--- src/rtl/pmss_pkg.sv ---
// ----------------------------------------------------------------------------
// pmss_pkg
// Shared constants, types and helpers for the pointer motion scaler.
// ----------------------------------------------------------------------------
package pmss_pkg;

  localparam int DELTA_BITS_DEF = 12;
  localparam int RAW_BITS       = 12;
  localparam int LAYER_BITS     = 8;
  localparam int DIV_BITS       = 14;
  localparam int OUT_BITS       = 13;
  localparam int ACT_BITS       = 2;
  localparam int REPORT_LIMIT   = 2048;

  localparam int IN_TDATA_BITS  = 40;
  localparam int OUT_TDATA_BITS = 48;
  localparam int CFG_IDX_BITS   = 3;
  localparam int CFG_DATA_BITS  = 14;

  localparam logic [7:0] STOP_STATUS = 8'h04;

  // result action codes
  localparam logic [ACT_BITS-1:0] ACT_STOP  = 2'd0;
  localparam logic [ACT_BITS-1:0] ACT_NONE  = 2'd1;
  localparam logic [ACT_BITS-1:0] ACT_MOVE  = 2'd2;
  localparam logic [ACT_BITS-1:0] ACT_WHEEL = 2'd3;

  // configuration register indexes
  localparam logic [CFG_IDX_BITS-1:0] CFG_SCROLL_ID  = 3'd0;
  localparam logic [CFG_IDX_BITS-1:0] CFG_SNIPE_ID   = 3'd1;
  localparam logic [CFG_IDX_BITS-1:0] CFG_SCROLL_DIV = 3'd2;
  localparam logic [CFG_IDX_BITS-1:0] CFG_SNIPE_DIV  = 3'd3;
  localparam logic [CFG_IDX_BITS-1:0] CFG_FLIP_X     = 3'd4;
  localparam logic [CFG_IDX_BITS-1:0] CFG_FLIP_Y     = 3'd5;
  localparam logic [CFG_IDX_BITS-1:0] CFG_FLIP_WHEEL = 3'd6;

  localparam logic [LAYER_BITS-1:0] SCROLL_ID_RST  = 8'd1;
  localparam logic [LAYER_BITS-1:0] SNIPE_ID_RST   = 8'd2;
  localparam logic [DIV_BITS-1:0]   SCROLL_DIV_RST = 14'd32;
  localparam logic [DIV_BITS-1:0]   SNIPE_DIV_RST  = 14'd4;

  typedef struct packed {
    logic capture;
    logic prep;
    logic div_start;
    logic mul;
    logic upd;
    logic load_out;
  } dp_cmd_t;

  typedef struct packed {
    logic direct;
    logic last_axis;
    logic div_done;
  } dp_status_t;

  function automatic logic signed [OUT_BITS-1:0] clamp_report(input logic signed [31:0] v);
    logic signed [OUT_BITS-1:0] r;
    if (v > REPORT_LIMIT) begin
      r = OUT_BITS'(REPORT_LIMIT);
    end else if (v < -REPORT_LIMIT) begin
      r = OUT_BITS'(-REPORT_LIMIT);
    end else begin
      r = v[OUT_BITS-1:0];
    end
    return r;
  endfunction

endpackage

--- src/rtl/pmss_div.sv ---
// ----------------------------------------------------------------------------
// pmss_div
// Restoring unsigned divider, one quotient bit per cycle.
// ----------------------------------------------------------------------------
module pmss_div #(
  parameter int N = 16,
  parameter int D = 14
) (
  input  logic         clk_i,
  input  logic         rst_ni,
  input  logic         start_i,
  input  logic [N-1:0] dividend_i,
  input  logic [D-1:0] divisor_i,
  output logic         done_o,
  output logic [N-1:0] quot_o
);

  localparam int CNT_BITS = $clog2(N);

  logic                busy_q, busy_d;
  logic                done_q, done_d;
  logic [CNT_BITS-1:0] cnt_q, cnt_d;
  logic [N-1:0]        dvd_q, dvd_d;
  logic [D-1:0]        rem_q, rem_d;
  logic [D-1:0]        dsr_q, dsr_d;
  logic [D:0]          shifted;
  logic [D:0]          diff;
  logic                ge;

  assign shifted = {rem_q, dvd_q[N-1]};
  assign ge      = shifted >= {1'b0, dsr_q};
  assign diff    = shifted - {1'b0, dsr_q};

  always_comb begin
    busy_d = busy_q;
    done_d = 1'b0;
    cnt_d  = cnt_q;
    dvd_d  = dvd_q;
    rem_d  = rem_q;
    dsr_d  = dsr_q;
    if (start_i) begin
      busy_d = 1'b1;
      cnt_d  = '0;
      dvd_d  = dividend_i;
      rem_d  = '0;
      dsr_d  = divisor_i;
    end else if (busy_q) begin
      // quotient bits shift in from the bottom as dividend bits leave the top
      dvd_d = {dvd_q[N-2:0], ge};
      rem_d = ge ? diff[D-1:0] : shifted[D-1:0];
      cnt_d = cnt_q + CNT_BITS'(1);
      if (cnt_q == CNT_BITS'(N - 1)) begin
        busy_d = 1'b0;
        done_d = 1'b1;
      end
    end
  end

  always_ff @(posedge clk_i or negedge rst_ni) begin
    if (!rst_ni) begin
      busy_q <= 1'b0;
      done_q <= 1'b0;
      cnt_q  <= '0;
    end else begin
      busy_q <= busy_d;
      done_q <= done_d;
      cnt_q  <= cnt_d;
    end
  end

  always_ff @(posedge clk_i) begin
    dvd_q <= dvd_d;
    rem_q <= rem_d;
    dsr_q <= dsr_d;
  end

  assign done_o = done_q;
  assign quot_o = dvd_q;

endmodule

--- src/rtl/pmss_ctrl.sv ---
// ----------------------------------------------------------------------------
// pmss_ctrl
// Sequencer: capture, layer update, per-axis divide, output register.
// ----------------------------------------------------------------------------
module pmss_ctrl
  import pmss_pkg::*;
(
  input  logic       clk_i,
  input  logic       rst_ni,
  input  logic       s_axis_tvalid_i,
  output logic       s_axis_tready_o,
  output logic       m_axis_tvalid_o,
  input  logic       m_axis_tready_i,
  input  dp_status_t status_i,
  output dp_cmd_t    cmd_o
);

  localparam logic [2:0] S_IDLE   = 3'd0;
  localparam logic [2:0] S_PREP   = 3'd1;
  localparam logic [2:0] S_DSTART = 3'd2;
  localparam logic [2:0] S_DIV    = 3'd3;
  localparam logic [2:0] S_MUL    = 3'd4;
  localparam logic [2:0] S_UPD    = 3'd5;
  localparam logic [2:0] S_FIN    = 3'd6;

  logic [2:0] state_q, state_d;
  logic       out_valid_q, out_valid_d;

  always_comb begin
    state_d         = state_q;
    cmd_o           = '0;
    s_axis_tready_o = 1'b0;
    case (state_q)
      S_IDLE: begin
        s_axis_tready_o = 1'b1;
        if (s_axis_tvalid_i) begin
          cmd_o.capture = 1'b1;
          state_d       = S_PREP;
        end
      end
      S_PREP: begin
        cmd_o.prep = 1'b1;
        state_d    = status_i.direct ? S_FIN : S_DSTART;
      end
      S_DSTART: begin
        cmd_o.div_start = 1'b1;
        state_d         = S_DIV;
      end
      S_DIV: begin
        if (status_i.div_done) begin
          state_d = S_MUL;
        end
      end
      S_MUL: begin
        cmd_o.mul = 1'b1;
        state_d   = S_UPD;
      end
      S_UPD: begin
        cmd_o.upd = 1'b1;
        state_d   = status_i.last_axis ? S_FIN : S_DSTART;
      end
      S_FIN: begin
        // previous result may still sit in the output register
        if (!out_valid_q || m_axis_tready_i) begin
          cmd_o.load_out = 1'b1;
          state_d        = S_IDLE;
        end
      end
      default: begin
        state_d = S_IDLE;
      end
    endcase
  end

  always_comb begin
    if (cmd_o.load_out) begin
      out_valid_d = 1'b1;
    end else if (m_axis_tready_i) begin
      out_valid_d = 1'b0;
    end else begin
      out_valid_d = out_valid_q;
    end
  end

  always_ff @(posedge clk_i or negedge rst_ni) begin
    if (!rst_ni) begin
      state_q     <= S_IDLE;
      out_valid_q <= 1'b0;
    end else begin
      state_q     <= state_d;
      out_valid_q <= out_valid_d;
    end
  end

  assign m_axis_tvalid_o = out_valid_q;

endmodule

--- src/rtl/pmss_datapath.sv ---
// ----------------------------------------------------------------------------
// pmss_datapath
// Config registers, layer state, accumulators, shared divider, result regs.
// ----------------------------------------------------------------------------
module pmss_datapath
  import pmss_pkg::*;
#(
  parameter int DELTA_BITS = DELTA_BITS_DEF
) (
  input  logic                      clk_i,
  input  logic                      rst_ni,
  input  logic                      cfg_we_i,
  input  logic [CFG_IDX_BITS-1:0]   cfg_idx_i,
  input  logic [CFG_DATA_BITS-1:0]  cfg_data_i,
  input  logic [IN_TDATA_BITS-1:0]  s_axis_tdata_i,
  output logic [OUT_TDATA_BITS-1:0] m_axis_tdata_o,
  input  dp_cmd_t                   cmd_i,
  output dp_status_t                status_o
);

  localparam int ACC_BITS  = ((DELTA_BITS > DIV_BITS) ? DELTA_BITS : DIV_BITS) + 2;
  localparam int QC_BITS   = OUT_BITS - 1;
  localparam int PROD_BITS = QC_BITS + DIV_BITS;
  localparam int PAD_BITS  = OUT_TDATA_BITS - ACT_BITS - 3 * OUT_BITS;

  typedef enum logic [1:0] {
    MODE_DIRECT,
    MODE_SCROLL,
    MODE_SNIPE
  } mode_e;

  // configuration
  logic [LAYER_BITS-1:0] scroll_id_q, snipe_id_q;
  logic [DIV_BITS-1:0]   scroll_div_q, snipe_div_q;
  logic                  flip_x_q, flip_y_q, flip_w_q;

  // captured poll
  logic [7:0] status_q, xlo_q, ylo_q, hi_q;
  logic [LAYER_BITS-1:0] layer_q;

  // persistent state
  logic [LAYER_BITS-1:0]      prev_layer_q;
  logic signed [ACC_BITS-1:0] scroll_acc_q, snx_acc_q, sny_acc_q;

  // per-item work registers
  mode_e                      mode_q;
  logic                       axis_q;
  logic                       over_q, neg_q;
  logic [DIV_BITS-1:0]        dv_q;
  logic [QC_BITS-1:0]         qc_q;
  logic [PROD_BITS-1:0]       prod_q;
  logic [ACT_BITS-1:0]        res_act_q, out_act_q;
  logic signed [OUT_BITS-1:0] res_x_q, res_y_q, res_w_q;
  logic signed [OUT_BITS-1:0] out_x_q, out_y_q, out_w_q;

  logic [RAW_BITS-1:0]        raw_x, raw_y;
  logic [DELTA_BITS-1:0]      dx, dy;
  logic signed [ACC_BITS-1:0] dx_ext, dy_ext;
  logic signed [OUT_BITS-1:0] cx, cy;
  logic                       is_stop, scroll_hit, snipe_hit, clear_snipe, clear_scroll;
  mode_e                      mode;

  logic signed [ACC_BITS-1:0] sel_acc, acc_upd, prod_acc;
  logic [DIV_BITS-1:0]        sel_div, d_eff;
  logic [ACC_BITS-1:0]        mag, quot;
  logic [QC_BITS-1:0]         qc;
  logic signed [OUT_BITS-1:0] qpos, qs, qv;
  logic                       div_done;

  // ---------------------------------------------------------------- decode
  assign raw_x  = {hi_q[7:4], xlo_q};
  assign raw_y  = {hi_q[3:0], ylo_q};
  assign dx     = DELTA_BITS'(raw_x);
  assign dy     = DELTA_BITS'(raw_y);
  assign dx_ext = ACC_BITS'($signed(dx));
  assign dy_ext = ACC_BITS'($signed(dy));
  assign cx     = clamp_report(32'(dx_ext));
  assign cy     = clamp_report(32'(dy_ext));

  assign is_stop      = status_q == STOP_STATUS;
  assign snipe_hit    = layer_q == snipe_id_q;
  assign scroll_hit   = layer_q == scroll_id_q;
  assign clear_snipe  = snipe_hit && (prev_layer_q != snipe_id_q);
  assign clear_scroll = !clear_snipe && scroll_hit && (prev_layer_q != scroll_id_q);

  always_comb begin
    if (scroll_hit) begin
      mode = MODE_SCROLL;
    end else if (snipe_hit) begin
      mode = MODE_SNIPE;
    end else begin
      mode = MODE_DIRECT;
    end
  end

  // ------------------------------------------------------- divide operands
  always_comb begin
    if (mode_q == MODE_SCROLL) begin
      sel_acc = scroll_acc_q;
      sel_div = scroll_div_q;
    end else begin
      sel_acc = axis_q ? sny_acc_q : snx_acc_q;
      sel_div = snipe_div_q;
    end
  end

  assign d_eff    = (sel_div == '0) ? DIV_BITS'(1) : sel_div;
  assign mag      = sel_acc[ACC_BITS-1] ? ACC_BITS'(-sel_acc) : ACC_BITS'(sel_acc);
  assign qc       = (quot > ACC_BITS'(REPORT_LIMIT)) ? QC_BITS'(REPORT_LIMIT) : quot[QC_BITS-1:0];
  assign qpos     = $signed({1'b0, qc_q});
  assign qs       = neg_q ? -qpos : qpos;
  assign qv       = over_q ? qs : '0;
  assign prod_acc = ACC_BITS'(prod_q);
  assign acc_upd  = neg_q ? sel_acc + prod_acc : sel_acc - prod_acc;

  pmss_div #(
    .N (ACC_BITS),
    .D (DIV_BITS)
  ) u_div (
    .clk_i      (clk_i),
    .rst_ni     (rst_ni),
    .start_i    (cmd_i.div_start),
    .dividend_i (mag),
    .divisor_i  (d_eff),
    .done_o     (div_done),
    .quot_o     (quot)
  );

  // -------------------------------------------------------- configuration
  always_ff @(posedge clk_i or negedge rst_ni) begin
    if (!rst_ni) begin
      scroll_id_q  <= SCROLL_ID_RST;
      snipe_id_q   <= SNIPE_ID_RST;
      scroll_div_q <= SCROLL_DIV_RST;
      snipe_div_q  <= SNIPE_DIV_RST;
      flip_x_q     <= 1'b0;
      flip_y_q     <= 1'b0;
      flip_w_q     <= 1'b0;
    end else if (cfg_we_i) begin
      case (cfg_idx_i)
        CFG_SCROLL_ID:  scroll_id_q  <= cfg_data_i[LAYER_BITS-1:0];
        CFG_SNIPE_ID:   snipe_id_q   <= cfg_data_i[LAYER_BITS-1:0];
        CFG_SCROLL_DIV: scroll_div_q <= cfg_data_i[DIV_BITS-1:0];
        CFG_SNIPE_DIV:  snipe_div_q  <= cfg_data_i[DIV_BITS-1:0];
        CFG_FLIP_X:     flip_x_q     <= cfg_data_i[0];
        CFG_FLIP_Y:     flip_y_q     <= cfg_data_i[0];
        CFG_FLIP_WHEEL: flip_w_q     <= cfg_data_i[0];
        default: ;
      endcase
    end
  end

  // ------------------------------------------------------ layer and accs
  always_ff @(posedge clk_i or negedge rst_ni) begin
    if (!rst_ni) begin
      prev_layer_q <= '0;
      scroll_acc_q <= '0;
      snx_acc_q    <= '0;
      sny_acc_q    <= '0;
    end else if (cmd_i.prep && !is_stop) begin
      prev_layer_q <= layer_q;
      // equal ids: snipe accs cleared on entry, then scroll behavior
      if (scroll_hit) begin
        scroll_acc_q <= (clear_scroll ? '0 : scroll_acc_q) + dy_ext;
        if (clear_snipe) begin
          snx_acc_q <= '0;
          sny_acc_q <= '0;
        end
      end else if (snipe_hit) begin
        snx_acc_q <= (clear_snipe ? '0 : snx_acc_q) + dx_ext;
        sny_acc_q <= (clear_snipe ? '0 : sny_acc_q) + dy_ext;
      end
    end else if (cmd_i.upd && over_q) begin
      if (mode_q == MODE_SCROLL) begin
        scroll_acc_q <= acc_upd;
      end else if (axis_q) begin
        sny_acc_q <= acc_upd;
      end else begin
        snx_acc_q <= acc_upd;
      end
    end
  end

  // ------------------------------------------------------- work registers
  always_ff @(posedge clk_i) begin
    if (cmd_i.capture) begin
      status_q <= s_axis_tdata_i[7:0];
      xlo_q    <= s_axis_tdata_i[15:8];
      ylo_q    <= s_axis_tdata_i[23:16];
      hi_q     <= s_axis_tdata_i[31:24];
      layer_q  <= s_axis_tdata_i[39:32];
    end

    if (cmd_i.prep) begin
      mode_q  <= mode;
      axis_q  <= 1'b0;
      res_w_q <= '0;
      if (!is_stop && mode == MODE_DIRECT) begin
        res_x_q <= flip_x_q ? -cx : cx;
        res_y_q <= flip_y_q ? -cy : cy;
      end else begin
        res_x_q <= '0;
        res_y_q <= '0;
      end
      if (is_stop) begin
        res_act_q <= ACT_STOP;
      end else if (mode == MODE_SCROLL) begin
        res_act_q <= ACT_NONE;
      end else begin
        res_act_q <= ACT_MOVE;
      end
    end

    if (cmd_i.div_start) begin
      over_q <= mag > ACC_BITS'(d_eff);
      neg_q  <= sel_acc[ACC_BITS-1];
      dv_q   <= d_eff;
    end

    if (cmd_i.mul) begin
      qc_q   <= qc;
      prod_q <= qc * dv_q;
    end

    if (cmd_i.upd) begin
      axis_q <= 1'b1;
      if (mode_q == MODE_SCROLL) begin
        res_act_q <= over_q ? ACT_WHEEL : ACT_NONE;
        res_w_q   <= flip_w_q ? -qv : qv;
      end else if (axis_q) begin
        res_y_q <= flip_y_q ? -qv : qv;
      end else begin
        res_x_q <= flip_x_q ? -qv : qv;
      end
    end

    if (cmd_i.load_out) begin
      out_act_q <= res_act_q;
      out_x_q   <= res_x_q;
      out_y_q   <= res_y_q;
      out_w_q   <= res_w_q;
    end
  end

  assign m_axis_tdata_o = {{PAD_BITS{1'b0}}, out_w_q, out_y_q, out_x_q, out_act_q};

  assign status_o.direct    = is_stop || (mode == MODE_DIRECT);
  assign status_o.last_axis = (mode_q != MODE_SNIPE) || axis_q;
  assign status_o.div_done  = div_done;

endmodule

--- src/rtl/pointer_motion_scroll_snipe_scaler_unit.sv ---
// ----------------------------------------------------------------------------
// pointer_motion_scroll_snipe_scaler_unit
// Turns sensor polls into pointer moves or wheel steps by active layer.
//
// Channel   Dir  Handshake                 Payload
// s_axis    in   s_axis_tvalid/tready      one sensor poll per transaction
// m_axis    out  m_axis_tvalid/tready      one report per poll
// cfg       in   cfg_we_i (no wait)        register index and write data
//
// Stop polls and plain-layer polls go from capture through prep straight to
// the output register. Scroll polls take one divide and snipe polls one per
// axis in the shared divider, N = max(DELTA_BITS, 14) + 2 bits wide, which
// gives one quotient bit per cycle.
// One poll is worked on at a time; a new poll is taken while the last report
// still waits in the output register, which holds until m_axis_tready_i.
// Reset clears layer history and accumulators, and resets configuration.
// ----------------------------------------------------------------------------
module pointer_motion_scroll_snipe_scaler_unit
  import pmss_pkg::*;
#(
  parameter int DELTA_BITS = DELTA_BITS_DEF
) (
  input  logic                      clk_i,
  input  logic                      rst_ni,
  input  logic                      s_axis_tvalid_i,
  output logic                      s_axis_tready_o,
  // motion_status, x_low_byte, y_low_byte, xy_high_byte, active_layer
  input  logic [IN_TDATA_BITS-1:0]  s_axis_tdata_i,
  output logic                      m_axis_tvalid_o,
  input  logic                      m_axis_tready_i,
  // action, move_x, move_y, wheel_steps, zero pad
  output logic [OUT_TDATA_BITS-1:0] m_axis_tdata_o,
  input  logic                      cfg_we_i,
  input  logic [CFG_IDX_BITS-1:0]   cfg_idx_i,
  input  logic [CFG_DATA_BITS-1:0]  cfg_data_i
);

  dp_cmd_t    cmd;
  dp_status_t status;

  pmss_ctrl u_ctrl (
    .clk_i           (clk_i),
    .rst_ni          (rst_ni),
    .s_axis_tvalid_i (s_axis_tvalid_i),
    .s_axis_tready_o (s_axis_tready_o),
    .m_axis_tvalid_o (m_axis_tvalid_o),
    .m_axis_tready_i (m_axis_tready_i),
    .status_i        (status),
    .cmd_o           (cmd)
  );

  pmss_datapath #(
    .DELTA_BITS (DELTA_BITS)
  ) u_datapath (
    .clk_i          (clk_i),
    .rst_ni         (rst_ni),
    .cfg_we_i       (cfg_we_i),
    .cfg_idx_i      (cfg_idx_i),
    .cfg_data_i     (cfg_data_i),
    .s_axis_tdata_i (s_axis_tdata_i),
    .m_axis_tdata_o (m_axis_tdata_o),
    .cmd_i          (cmd),
    .status_o       (status)
  );

endmodule

--- config.mk ---
export PLATFORM = sky130hd
export DESIGN_NAME = pointer_motion_scroll_snipe_scaler_unit
export DESIGN_NICKNAME = d
export VERILOG_FILES = /design/src/rtl/pmss_pkg.sv /design/src/rtl/pmss_div.sv /design/src/rtl/pmss_ctrl.sv /design/src/rtl/pmss_datapath.sv /design/src/rtl/pointer_motion_scroll_snipe_scaler_unit.sv
export SDC_FILE = /design/constraint.sdc
export NUM_CORES = 1
export LEC_CHECK = 0
export BUFFER_PORTS_ARGS = -buffer_cell sky130_fd_sc_hd__buf_2
export CAP_MARGIN = 20
export CORE_MARGIN = 2
export CORE_UTILIZATION = 42
export DETAILED_ROUTE_END_ITERATION = 10
export HOLD_SLACK_MARGIN = 0.06
export SLEW_MARGIN = 15
export SYNTH_ARGS = -nofsm -noshare
export SYNTH_HDL_FRONTEND = slang
export SYNTH_SLANG_ARGS = --single-unit
export TNS_END_PERCENT = 50
--- constraint.sdc ---
create_clock -name clk_i -period 5.75 [get_ports clk_i]
set_input_delay 0.575 -clock clk_i [delete_from_list [all_inputs] [get_ports clk_i]]
set_output_delay 0.575 -clock clk_i [all_outputs]
set_load 0.005 [all_outputs]
==> results of run 1 <==
==> layout by cell type, fill, tap and decap left out, types with 41 or more instances in the layout <==
cell / Yosys / final
xnor2_1: 121 / 119
and2_1: 57 / 52
dfrtp_1: 109 / 109
inv_1: 201 / 198
dfxtp_1: 56 / 56
nor2_1: 107 / 102
buf_2: 9 / 103
xor2_1: 78 / 78
mux2i_1: 43 / 43
mux2_2: 56 / 56
and3_1: 42 / 41
edfxtp_1: 143 / 143
nand2_1: 309 / 307
buf_4: 8 / 86
ha_1: 129 / 120
a21oi_1: 126 / 120
o21ai_0: 138 / 134
fa_1: 83 / 80
==> sequential cells by signal (all words and copies together), names as in the netlist, 12 cells and up <==
name / cells
u_datapath.out_y_q: 13
u_datapath.u_div.dsr_q: 14
u_datapath.out_w_q: 13
u_datapath.qc_q: 12
u_datapath.res_w_q: 13
u_datapath.snx_acc_q: 16
u_datapath.u_div.quot_o: 16
u_datapath.u_div.rem_q: 14
u_datapath.res_x_q: 13
u_datapath.scroll_acc_q: 16
u_datapath.sny_acc_q: 16
u_datapath.out_x_q: 13
u_datapath.prod_q: 16
u_datapath.res_y_q: 13
u_datapath.scroll_div_q: 14
u_datapath.snipe_div_q: 14
==> how the worst min path moves through the flow <==
stage,from,end,slack (ns),cells after the start
6_report,s_axis_tdata_i[21],u_datapath.ylo_q[5],0.19,1
5_1_grt,s_axis_tdata_i[27],u_datapath.hi_q[3],0.18,1
4_1_cts,s_axis_tdata_i[29],u_datapath.hi_q[5],0.17,1
3_5_place_dp,u_datapath.res_w_q[10],u_datapath.out_w_q[10],0.41,0
3_3_place_gp,u_datapath.res_w_q[1],u_datapath.out_w_q[1],0.41,0
2_1_floorplan,rst_ni,u_ctrl.m_axis_tvalid_o,0.28,0
==> routing by layer <==
layer  up-vias  share of wire [%]
li1       8362                  -
met1      8628                 45
met2       460                 47
met3        87                5.9
met4         2                1.9
met5         -              0.021
==> through the flow <==
stage / power (mW) / utilization [%] / hold WS [ns] / cells / instance area [um2]
global route: 16.2 / 48.4 / 0.183 / 3185 / 25300
CTS: 14.8 / 47.7 / 0.174 / 3173 / 25000
global placement: 11.9 / 45.2 / 0.415 / 3103 / 23700
finish: 15.1 / 48.4 / 0.195 / 3185 / 25300
floorplan: 9.70 / - / 0.279 / 2338 / 22200
detailed placement: 12.2 / 45.2 / 0.414 / 3104 / 23700
==> cell families (layout without fill, tap and decap cells) <==
group,count (synthesis),in the layout,share of synthesized area [%]
AO/OA/AOI/OAI,481,481,13.8
AND/OR/NAND/NOR,721,721,15.6
multiplexers,100,100,4.86
buffers and inverters,306,465,5.71
other,1,7,0.0170
adder cells (fa/ha/maj),212,212,14.8
XOR/XNOR,199,199,7.88
flip-flops,312,312,37.3
==> repair_timing <==
item / in CTS / in global routing
pin swaps: 7 / 30
resized for setup: 14 / 38
endpoints found under the setup margin: 1 / 6
buffers inserted: 2 / 7
gates cloned: 0 / 0
hold endpoints to repair: 38 / 0
hold buffers: 1 / 0
==> power groups by stage <==
stage	Sequential, mW	Clock, mW	Combinational [mW]
2_1_floorplan	3.62	0	6.08
3_3_place_gp	3.93	0	8.01
3_5_place_dp	3.95	0	8.20
4_1_cts	3.92	2.53	8.32
5_1_grt	4.02	2.60	9.60
6_report	3.93	2.47	8.65
==> area by class of cell <==
class                           instances  area, um2
Clock buffer                           53       1090
Clock inverter                         13        179
Fill cell                            4919      27000
Inverter                              202        758
Multi-Input combinational cell       1720      12900
Sequential cell                       312       8250
Tap cell                              688        861
Timing Repair Buffer                  197       1280
==> impl_metrics.tcl, run 1 <==
set metrics [dict create \
    outcome "completed" \
    die_h_um 233 \
    hold_violations 0 \
    rows 84 \
    yosysSeqAreaShare_pct 37.3 \
    die_area_um2 54500 \
    clockPowerShare_pct 16.4 \
    max_freq_ghz 0.179 \
    cap_violations 0 \
    ctsLongestPathBuffers 3 \
    max_stage_delay_ns 0.58 \
    max_slew_margin_pct 28.3 \
    yosysMostFrequentCell "nand2_1" \
    synthDistinctLibCells 88 \
    p_sw_share_pct 44.5 \
    ant_nets 0 \
    fin_tns_setup_ns 0 \
    yosysTopAreaCell "edfxtp_1" \
    synth_area_um2 22100 \
    cts.sinks 312 \
    globalplace.congestion 0.902 \
    ioPinCount 112 \
    clock_latency_ns 0.56 \
    slowest_stage "or4_4" \
    grt_use_met3_pct 3.81 \
    start_util_pct 42.2 \
    dp_hpwl_mm 47.5 \
    peakVddDrop_uv 321 \
    drv_slew 0 \
    ys_ff_latch 312 \
    cts_tree "built" \
    layout-drive-gt1-share_pct 15.4 \
    root_buffer "clkbuf_16" \
    period_share_pct 97.0 \
    antenna_found_initial 1 \
    tightestPinTransition_ns 1.07 \
    power_frac_seq_pct 26.1 \
    vias 17539 \
    ys_top_cells_by_count "nand2_1 (309), inv_1 (201), edfxtp_1 (143)" \
    cts_made_buffers 36 \
    grt_use_met1_pct 31.4 \
    synth.top_cell.area_share_pct 19.4 \
    core_area_um2 52300 \
    worstPathMaxFanout 6 \
    num-nets-final 2743 \
    grt_util_all_layers_pct 23.1 \
    grt_overflow_total 0 \
    route.detailed.drc 0 \
    cpMostUsedCell "fa_1" \
    wl_mm 62.8 \
    synth_edf_count 143 \
    r2r_slack_ns 0.17 \
    grt_pass1_wl_mm 98.1 \
    cp.arrival_ns 5.88 \
    path_depth 20 \
    drt_pre_antenna_iters 5 \
    met2_usage_pct 38.4 \
    endpoint_kind "register" \
    setup_viol 0 \
    endpoint "u_datapath.prod_q[15]" \
    p_int_mw 8.35 \
    r2r_start "u_datapath.u_div.quot_o[13]" \
    setup_slack_ns 0.174 \
    cts_max_level 2 \
    p_per_area_nw_per_um2 594 \
    p_leak_nw 11.1 \
    combPwrFrac_pct 57.5 \
    port_buffers 104 \
    r2r-end "u_datapath.prod_q[15]" \
    period_needed_ns 5.58 \
    yosysWarnings 0 \
    post_drt_via_cell_ratio 5.51 \
    cp.required_ns 6.06 \
    rsz0062_at_grt "yes" \
    path_delay_family "adder cells" \
    async_flop_share_pct 36.2 \
    synth_area_leaders "edfxtp_1 (19%), dfrtp_1 (12%), fa_1 (7.5%)" \
    path_clk_slew_ns 0.06 \
    diodes 0 \
    min_path_type "in2reg" \
    wl_per_cell_um 19.7 \
    start_kind "register" \
    syn_area_per_cell_um2 9.48 \
    p_switching_mw 6.71 \
    crit_buf_inv 5 \
    synth_ff_type "edfxtp_1" \
    area_growth_pct 14.7 \
    grt_max_degree 75 \
    grt_pass1_vias 17407 \
    cp-startpoint "u_datapath.u_div.quot_o[13]" \
    skew_ns 0.0235 \
    die_w_um 233 \
    path_class "reg2reg" \
    grt-busiest-layer "met2" \
    synth_cells 2332 \
    worstPathCellList "or4_4 -> a21oi_4 -> buf_6 -> buf_4 -> and2_1 -> nand2_1 -> fa_1 -> fa_1 -> inv_1 -> fa_1 -> fa_1 -> inv_1 -> fa_1 -> inv_1 -> ha_4 -> and3_1 -> o311a_4 -> nor2_2 -> a21oi_2 -> xnor2_1" \
    reg2reg_depth 20 \
    pre_cts_ws_ns -0.139 \
    dr.first_iter.drc_count 1262 \
]
(Power assumes the default switching activity.)
==> run 2: changes to the inputs <==
--- a/config.mk
+++ b/config.mk
@@ -7,10 +7,13 @@
 export LEC_CHECK = 0
 export BUFFER_PORTS_ARGS = -buffer_cell sky130_fd_sc_hd__buf_2
 export CAP_MARGIN = 20
+export CELL_PAD_IN_SITES_DETAIL_PLACEMENT = 0
+export CELL_PAD_IN_SITES_GLOBAL_PLACEMENT = 1
 export CORE_MARGIN = 2
 export CORE_UTILIZATION = 42
 export DETAILED_ROUTE_END_ITERATION = 10
 export HOLD_SLACK_MARGIN = 0.06
+export PLACE_DENSITY_LB_ADDON = 0.1
 export SLEW_MARGIN = 15
 export SYNTH_ARGS = -nofsm -noshare
 export SYNTH_HDL_FRONTEND = slang
==> run 2 against run 1 <==
  * Total power decreased by 0.64%
  * Clock power about the same
  * Via count decreased by 2.1%
  * Setup slack got worse by 0.019 ns
  * Cell area decreased by 0.33%
  * Clock-buffer cell count increased by 6
  * Final cell count increased by 0.13%
  * Maximum frequency decreased by 0.34%
  * Combinational power decreased by 0.5%
  * Global-route usage increased by 0.33 points
  * Critical path type unchanged
==> impl_metrics.tcl, run 2 (synthesized netlist as in run 1, its figures left out) <==
set metrics [dict create \
    drt_pre_antenna_iters 5 \
    max_slew_margin_pct 28.9 \
    placed_cells 3110 \
    rsz0062_at_grt "yes" \
    globalplace.congestion 0.908 \
    place_area_um2 23700 \
    vias 17164 \
    die_w_um 233 \
    p_leak_nw 11.1 \
    port_buffers 104 \
    grt_max_degree 60 \
    finalNonFillerCells 3189 \
    tightestPinTransition_ns 1.06 \
    ant_nets 0 \
    core_area_um2 52300 \
    ioPinCount 112 \
    cts_tree "built" \
    fin_area_um2 25300 \
    num-nets-final 2746 \
    grt_pass1_wl_mm 97.7 \
    die_h_um 233 \
    p_per_area_nw_per_um2 592 \
    min_path_type "in2async" \
    fillers 5036 \
    final_common_cell "nand2_1" \
    cap_violations 0 \
    period_needed_ns 5.59 \
    grt_util_all_layers_pct 23.4 \
    antenna_found_initial 0 \
    cp.arrival_ns 5.87 \
    route.detailed.drc 0 \
    clock_latency_ns 0.55 \
    dp_hpwl_mm 47.8 \
    max_freq_ghz 0.179 \
    start_kind "register" \
    peakVddDrop_uv 340 \
    start_util_pct 42.2 \
    die_area_um2 54500 \
    rows 84 \
    cts_made_buffers 38 \
    diodes 0 \
    worstPathMaxFanout 6 \
    skew_ns 0.0157 \
    grt_pass1_vias 17012 \
    drv_slew 0 \
    area_growth_pct 14.3 \
    wl_mm 63.2 \
    path_clk_slew_ns 0.06 \
    cp.required_ns 6.03 \
    endpoint_kind "register" \
    setup_viol 0 \
    path_class "reg2reg" \
    layout-drive-gt1-share_pct 15.4 \
    outcome "completed" \
    ctsLongestPathBuffers 3 \
    cts_max_level 2 \
    period_share_pct 97.3 \
    hold_buffers 0 \
    hold_violations 0 \
    mostFrequentLayoutCells "nand2_1 (305), inv_1 (197), edfxtp_1 (143)" \
    wl_per_cell_um 19.8 \
    fin_tns_setup_ns 0 \
    dr.first_iter.drc_count 1080 \
    cts.sinks 312 \
    grt_overflow_total 0 \
    root_buffer "clkbuf_16" \
    post_drt_via_cell_ratio 5.38 \
]
==> run 2: worst max-delay path: stages (launching register included) <==
cell	delay [ns]
edfxtp_1	0.38
or4_4	0.57
a21oi_4	0.23
buf_6	0.16
and2_4	0.14
buf_4	0.11
nand2_2	0.06
fa_1	0.61
fa_2	0.46
fa_1	0.58
fa_1	0.46
fa_1	0.54
inv_1	0.06
ha_4	0.28
buf_4	0.11
nor3_1	0.04
a2111oi_1	0.38
o211ai_1	0.15
==> run 2: cell type report <==
| type | instances | area, um2 | area share (%) |
|---|---|---|---|
| Clock buffer | 59 | 1160 | 4.60 |
| Clock inverter | 10 | 108 | 0.426 |
| Inverter | 202 | 758 | 3.00 |
| Multi-Input combinational cell | 1720 | 12900 | 51.0 |
| Sequential cell | 312 | 8250 | 32.6 |
| Tap cell | 688 | 861 | 3.41 |
| Timing Repair Buffer | 198 | 1240 | 4.91 |
==> run 2: final timing paths <==
check,start,endpoint,slack (ns),cells past startpoint
worst max-delay path,u_datapath.u_div.quot_o[15],u_datapath.prod_q[14],0.16,17
worst min-delay path,rst_ni,u_datapath.scroll_id_q[5],0.1,1
worst max register to register,u_datapath.u_div.quot_o[15],u_datapath.prod_q[14],0.16,17
worst min register to register,u_datapath.res_x_q[1],u_datapath.out_x_q[1],0.43,0
max in group asynchronous,rst_ni,u_datapath.sny_acc_q[1],4.33,2
min in group clk_i,s_axis_tdata_i[5],u_datapath.status_q[5],0.19,1
==> run 2: where the power goes <==
group	switching (mW)	internal [mW]	leakage [nW]	total [mW]
combinational	4.99	3.62	7.27	8.61
sequential	0.668	3.22	3.21	3.89
clock	0.979	1.48	0.622	2.46
==> run 2: through the flow <==
step           hold slack [ns]  power [mW]  util (%)  setup slack (ns)
6_report                0.0984        15.0      48.3             0.156
5_1_grt                  0.156        16.2      48.3           -0.0163
4_1_cts                  0.114        14.8      47.9           0.00273
3_5_place_dp             0.418        12.2      45.3            -0.187
3_3_place_gp             0.419        12.1      45.3            -0.120
2_1_floorplan            0.279        9.70         -           0.00434
==> run 2: per-layer routing <==
metal,track usage (%),vias up,wire length (um)
li1,-,8372,-
met1,30.6,8339,27900
met2,40.1,357,30500
met3,3.02,96,2840
met4,7.77,0,2070
met5,0,-,0
==> run 2: timing repair <==
item,4_1_cts,5_1_grt
buffers inserted,4,3
pin swaps,11,37
cloned,0,1
gates resized for setup,15,37
endpoints found under the setup margin,2,5
